<file path="src/rtl/assert_macros.svh">
// Assertion helpers for the odometry integrator.
`ifndef ASSERT_MACROS_SVH
`define ASSERT_MACROS_SVH

`define ASSERT_IMPL(label, ante, cons, msg) \
  label: assert property (@(posedge clk) disable iff (!rst_n) (ante) |-> (cons)) \
    else $error(msg);

`define ASSERT_NEXT(label, ante, cons, msg) \
  label: assert property (@(posedge clk) disable iff (!rst_n) (ante) |=> (cons)) \
    else $error(msg);

`endif

</file>
<file path="src/rtl/podo_pkg.sv">
package podo_pkg;

  typedef enum logic [1:0] {
    CMD_TICK = 2'd0,
    CMD_VEL  = 2'd1,
    CMD_POSE = 2'd2,
    CMD_NONE = 2'd3
  } cmd_t;

  localparam logic KIND_TICK = 1'b0;
  localparam logic KIND_ACK  = 1'b1;

  typedef struct packed {
    logic               is_pose;
    logic signed [23:0] speed;
    logic signed [23:0] turn_rate;
    logic        [15:0] elapsed;
    logic signed [31:0] x;
    logic signed [31:0] y;
    logic        [15:0] heading;
  } job_t;

  localparam int ATAN_N = 24;
  localparam logic signed [63:0] CORDIC_X0 = 64'sd652032874;

  function automatic logic [31:0] atan_lookup(input logic [4:0] i);
    logic [31:0] r;
    begin
      unique case (i)
        5'd0: r = 32'd536870912;
        5'd1: r = 32'd316933406;
        5'd2: r = 32'd167458907;
        5'd3: r = 32'd85004756;
        5'd4: r = 32'd42667331;
        5'd5: r = 32'd21354465;
        5'd6: r = 32'd10679838;
        5'd7: r = 32'd5340245;
        5'd8: r = 32'd2670163;
        5'd9: r = 32'd1335087;
        5'd10: r = 32'd667544;
        5'd11: r = 32'd333772;
        5'd12: r = 32'd166886;
        5'd13: r = 32'd83443;
        5'd14: r = 32'd41722;
        5'd15: r = 32'd20861;
        5'd16: r = 32'd10430;
        5'd17: r = 32'd5215;
        5'd18: r = 32'd2608;
        5'd19: r = 32'd1304;
        5'd20: r = 32'd652;
        5'd21: r = 32'd326;
        5'd22: r = 32'd163;
        5'd23: r = 32'd81;
        default: r = 32'd0;
      endcase
      return r;
    end
  endfunction

endpackage

</file>
<file path="src/rtl/podo_front.sv">
module podo_front
  import podo_pkg::*;
(
  input  logic               clk,
  input  logic               rst_n,
  input  logic               in_valid,
  output logic               in_stall,
  input  logic [1:0]         in_command,
  input  logic signed [23:0] in_speed_in,
  input  logic signed [23:0] in_turn_rate_in,
  input  logic [15:0]        in_elapsed_time,
  input  logic signed [31:0] in_new_x,
  input  logic signed [31:0] in_new_y,
  input  logic [15:0]        in_new_heading,
  output logic               q_valid,
  input  logic               q_pop,
  output job_t               q_job,
  output logic signed [23:0] speed,
  output logic signed [23:0] turn_rate
);

  job_t q_r [2];
  logic [1:0] cnt_r;
  logic wp_r, rp_r;
  logic signed [23:0] speed_r, turn_r;
  logic acc, push;
  cmd_t cmd;
  job_t job;

  assign cmd = cmd_t'(in_command);
  assign in_stall = (cnt_r == 2'd2);
  assign acc = in_valid && !in_stall;
  assign push = acc && (cmd == CMD_TICK || cmd == CMD_POSE);
  assign q_valid = (cnt_r != 2'd0);
  assign q_job = q_r[rp_r];
  assign speed = speed_r;
  assign turn_rate = turn_r;

  // Each queued job carries the velocity in force when it was accepted.
  always_comb begin
    job.is_pose = (cmd == CMD_POSE);
    job.speed = speed_r;
    job.turn_rate = turn_r;
    job.elapsed = in_elapsed_time;
    job.x = in_new_x;
    job.y = in_new_y;
    job.heading = in_new_heading;
  end

  always_ff @(posedge clk) begin
    if (!rst_n) begin
      cnt_r <= '0;
      wp_r <= 1'b0;
      rp_r <= 1'b0;
      speed_r <= '0;
      turn_r <= '0;
    end else begin
      if (acc && cmd == CMD_VEL) begin
        speed_r <= in_speed_in;
        turn_r <= in_turn_rate_in;
      end
      if (push) begin
        q_r[wp_r] <= job;
        wp_r <= ~wp_r;
      end
      if (q_pop) rp_r <= ~rp_r;
      cnt_r <= cnt_r + {1'b0, push} - {1'b0, q_pop};
    end
  end

`include "assert_macros.svh"
  `ASSERT_IMPL(a_pop_nonempty, q_pop, q_valid, "pop from empty queue")
  `ASSERT_IMPL(a_cnt_range, 1'b1, cnt_r != 2'd3, "queue count out of range")

endmodule

</file>
<file path="config.mk">
export PLATFORM = sky130hd
export DESIGN_NAME = podo_front
export DESIGN_NICKNAME = d
export VERILOG_FILES = /design/src/rtl/podo_pkg.sv /design/src/rtl/podo_front.sv
export VERILOG_INCLUDE_DIRS = /design/src /design/src/rtl
export SDC_FILE = /design/constraint.sdc
export NUM_CORES = 1
export LEC_CHECK = 0
export BUFFER_PORTS_ARGS = -buffer_cell sky130_fd_sc_hd__buf_2
export CELL_PAD_IN_SITES_DETAIL_PLACEMENT = 0
export CELL_PAD_IN_SITES_GLOBAL_PLACEMENT = 1
export CORE_UTILIZATION = 39
export DETAILED_ROUTE_END_ITERATION = 7
export PLACE_DENSITY_LB_ADDON = 0.1
export SYNTH_ARGS = -nofsm -noshare
export SYNTH_HDL_FRONTEND = slang
export SYNTH_SLANG_ARGS = --single-unit
</file>
<file path="constraint.sdc">
create_clock -name clk -period 15.74 [get_ports clk]
set_input_delay 4.722 -clock clk [delete_from_list [all_inputs] [get_ports clk]]
set_output_delay 4.722 -clock clk [all_outputs]
set_load 0.01 [all_outputs]
</file>
Word level (Yosys, flattened, before mapping)
Memories as Yosys holds them, arrays and structs flattened. A register that Yosys moved wholly into a read port is not among the register bits.
Index checks and enable logic that the tools add are counted.
Word-level totals
  register bits: 52
  bits in writable memories: 290
  input port bits: 150
  output and inout port bits: 195
  word-level logic and storage cells: 25
  memories kept: 1
Operators by class
  add/subtract/negate cells: 2
  equality and inequality tests: 3
  mux-type cells: 5
  bitwise gates (word level): 2
  reductions and logical operators: 7
Memory list
  q_r: words 2, bits a word 145, read ports 1, clocked after memory_dff 1, write ports 1, RTL line podo_front.sv:22  | job_t q_r [2];
Operators by type and width (count)
  1-bit 2-to-1 mux: 5
  2-bit equality test (second input constant): 2
  1-bit logical AND: 3
  2-bit by 1-bit adder with 2-bit output: 1
  2-bit by 1-bit equality test with 1-bit output (second input constant): 1
  2-bit zero test: 1
  1-bit inverter: 2
  2-bit nonzero test: 1
  2-bit by 1-bit subtractor with 2-bit output: 1
  1-bit zero test: 1
  1-bit logical OR: 1

Logic depth before layout (Yosys ltp)
  word-level depth: 7
  gate-level depth with buffers: 9
  mapped depth without buffers: 8

Least setup slack after synthesis
OpenSTA, ideal clock, no wires.
  kind: input -> register
  start: in rst_n
  end: mem q_r[1][0] (netlist bit) (enable)
  library setup time: 828 ps
  arrival time: 15107 ps
  required time: 14912 ps
  setup slack: -195 ps
  stages: 4
  buffers on the path: 2
  cell sequence: clkbuf_1 buf_2 inv_1 nor3_1
Between the ends
  word-level cells in the longest chain between the ends: 2
Ends and longest elaborated chain
  from (decl): RTL line podo_front.sv:5  | input logic rst_n,
  1-bit 2-to-1 mux: RTL line podo_front.sv:51  | if (!rst_n) begin
  1-bit 2-to-1 mux (implied by the code): RTL line podo_front.sv:63  | q_r[wp_r] <= job;
  to (decl): RTL line podo_front.sv:22
Every way passes these cells.

==> reports/qor.txt <==
outcome = finished, final reports clean
# fillers = 2935
GP Congestion = 0.710
largest net degree at the start of global routing = 74
Avg Cell Area, Syn = 17.6 µm²
Gate Count Post-Synth = 737
most frequent cells in the layout = buf_2 (343), edfxtp_1 (290), mux2_2 (145), nand2_1 (98), dfxtp_1 (52)
Setup Fix Bufs, Post-CTS = 0
worst path bufs/invs = 3
hold endpoint = wp_r$_SDFFE_PN0P_
CTS tree = yes
final hold violations = 0
CP Capture Type = output pin
Num CTS Buffers = 36
combinational power share = 0.087
final WL = 26400 µm
Worst Hold Class = reg2reg
worst flop-to-flop path endpoint = q_r[1][133]$_DFFE_PP_
area of the multi-input gates = 2650 µm²
total power = 1.98 mW
switching power = 0.424 mW
clock power share = 0.394
GR Overflow Total = 0
register share of total power = 0.519
slowest stage delay, CP = 840 ps
CP arrival = 3300 ps
post-synthesis net count = 889
r2r worst-path depth = 5
Reg-to-Reg Start = cnt_r[1]$_SDFF_PN0_
Worst-Margin Slew = 1040 ps
Reg clk slew, reported paths = 50 ps
register area = 9770 µm²
kind of critical path = reg2out
remaining antenna violation count = 0
Die W = 184 µm
internal power = 1.55 mW
DRC = 0
reg2reg setup slack = 11910 ps
dpl ws = 7330 ps
Avg WL per Cell = 17.4 µm
first-pass GRT wire length = 37900 µm
CP top delay family = buffers and inverters
Syn-to-layout area delta = 22.4%
initial core utilization = 0.397
LEAKAGE = 5.89 nW
Tmin final = 8020 ps
Die Footprint = 34000 µm²
CP max-delay cell = buf_4
Max VDD drop = 0.0580 mV
PwrDens = 125 nW/µm²
post-synthesis register bit count = 343
clock sinks = 343
layout cells sized above 1 = 0.512
Core Area = 32600 µm²
vias in the first global route = 6700
root cell of the clock tree = clkbuf_16
Post-Place Cell Area = 14800 µm²
IO Count = 345
Via density = 4.57
CP cell instances = buf_4 > buf_4 > mux2_2 > buf_2
Post-DP HPWL = 16900 µm
RSZ-0062 raised after global routing = no
initial antenna violation count = 5
synthesized area = 13000 µm²
Distinct cells, synth = 21
Final setup viols = 0
IO Port Bufs = 344
PnR worst setup slack = 7720 ps
final instance area = 15900 µm²
Worst Path Max Fanout = 67
Final Max Slew Viols = 0
Vias = 6924
HP Start = wp_r$_SDFFE_PN0P_
sequential share of the synthesized area = 0.754
Fin Setup TNS = 0 ps
most used cell, CP = buf_4
hold path depth = 2
achievable frequency = 125 MHz
post_cts resized = 0
CP Data Required Time = 11020 ps
switching share of power = 0.215
Period Utilization, post-route = 0.509
H-tree Lvls = 2
most common cell after layout, fill and taps aside = buf_2
Startpoint Class = flip-flop
num rows = 66
drt first pass iters = 4
slew margin rel. = 0.309
nets@finish = 1197
Clock Latency Late Sink = 510 ps
Yosys warnings = 0
gr usage total = 0.148
Clock Tree Buf Depth = 3
1st-iter DRT viols = 317
Clock Skew = 12.8 ps
die height = 184 µm
hold buffers post-CTS = 0
Max Cap Viol = 0
layout make-up:
| cell class | instances | area share |
|---|---|---|
| repair buffers | 352 | 0.112 |
| inverters | 3 | 0.000710 |
| clock buffers | 56 | 0.0635 |
| diodes | 1 | 0.000158 |
| well taps | 442 | 0.0349 |
| clock inverters | 10 | 0.00505 |
| flip-flops and latches | 343 | 0.616 |
| multi-input cells | 309 | 0.167 |
cell families after synthesis:
| family | Yosys count | synth area share |
|---|---|---|
| xor+xnor | 2 | 0.00135 |
| fa+ha+maj | 2 | 0.00193 |
| buf+inv | 85 | 0.0446 |
| flops | 343 | 0.754 |
| mux | 194 | 0.164 |
| simple gates | 111 | 0.0347 |
tightest hold or removal path: stages (launching register included):
cell and delay [ps]:
dfxtp_1 300, nand2_1 50, mux2i_1 60
power by group through the flow:
stage               logic (mW)  registers (mW)  clock network [mW]
finish                   0.171            1.03               0.779
global route             0.187            1.03               0.840
CTS                      0.176            1.03               0.806
detailed placement       0.175            1.05                   0
global placement         0.175            1.04                   0
floorplan                0.108            1.04                   0
sequential cells by signal, summed over array words and instances (netlist names), named ones only:
signal / count
cnt_r: 2
wp_r: 1
speed: 24
q_r: 290
rp_r: 1
turn_rate: 24
through the flow:
stage | std cells | utilization | hold WS, ps
floorplan | 737 | - | 438
global placement | 1449 | 0.453 | 456
detailed placement | 1449 | 0.453 | 461
CTS | 1515 | 0.486 | 468
global route | 1515 | 0.486 | 486
finish | 1516 | 0.486 | 461
routing by layer:
| layer | GRT usage | wire length (µm) |
|---|---|---|
| met4 | 0.0430 | 533 |
| met1 | 0.184 | 11200 |
| met5 | 0 | 50 |
| met2 | 0.242 | 12400 |
| met3 | 0.0514 | 2210 |
how the worst max path moves through the flow:
stage,startpoint,end,slack [ps],depth (start not counted)
6_report,flip-flop,q_job[83],7720,4
5_1_grt,flip-flop,q_job[46],7500,4
4_1_cts,flip-flop,q_job[128],7630,4
3_5_place_dp,in_command[0],q_r[1][58]$_DFFE_PP_,7330,5
3_3_place_gp,in_command[0],q_r[1][63]$_DFFE_PP_,7300,5
2_1_floorplan,rst_n,q_r[0][0]$_DFFE_PP_,3790,4
synthesized netlist by cell type:
cell | n | area share
and2_1 | 2 | 0.00097
buf_12 | 3 | 0.0046
buf_2 | 18 | 0.0069
buf_4 | 50 | 0.029
clkbuf_1 | 11 | 0.0032
dfxtp_1 | 53 | 0.082
edfxtp_1 | 290 | 0.67
ha_1 | 2 | 0.0019
inv_1 | 3 | 0.00087
mux2_2 | 145 | 0.13
mux2i_1 | 49 | 0.038
nand2_1 | 98 | 0.028
nor2_1 | 4 | 0.0012
nor2b_1 | 1 | 0.00048
nor2b_4 | 1 | 0.0011
nor3_1 | 2 | 0.00077
nor4bb_1 | 1 | 0.00077
or2_2 | 1 | 0.00048
or3b_1 | 1 | 0.00068
xnor2_1 | 1 | 0.00068
xor2_1 | 1 | 0.00068
No activity file was read; power rests on OpenSTA's default activity.
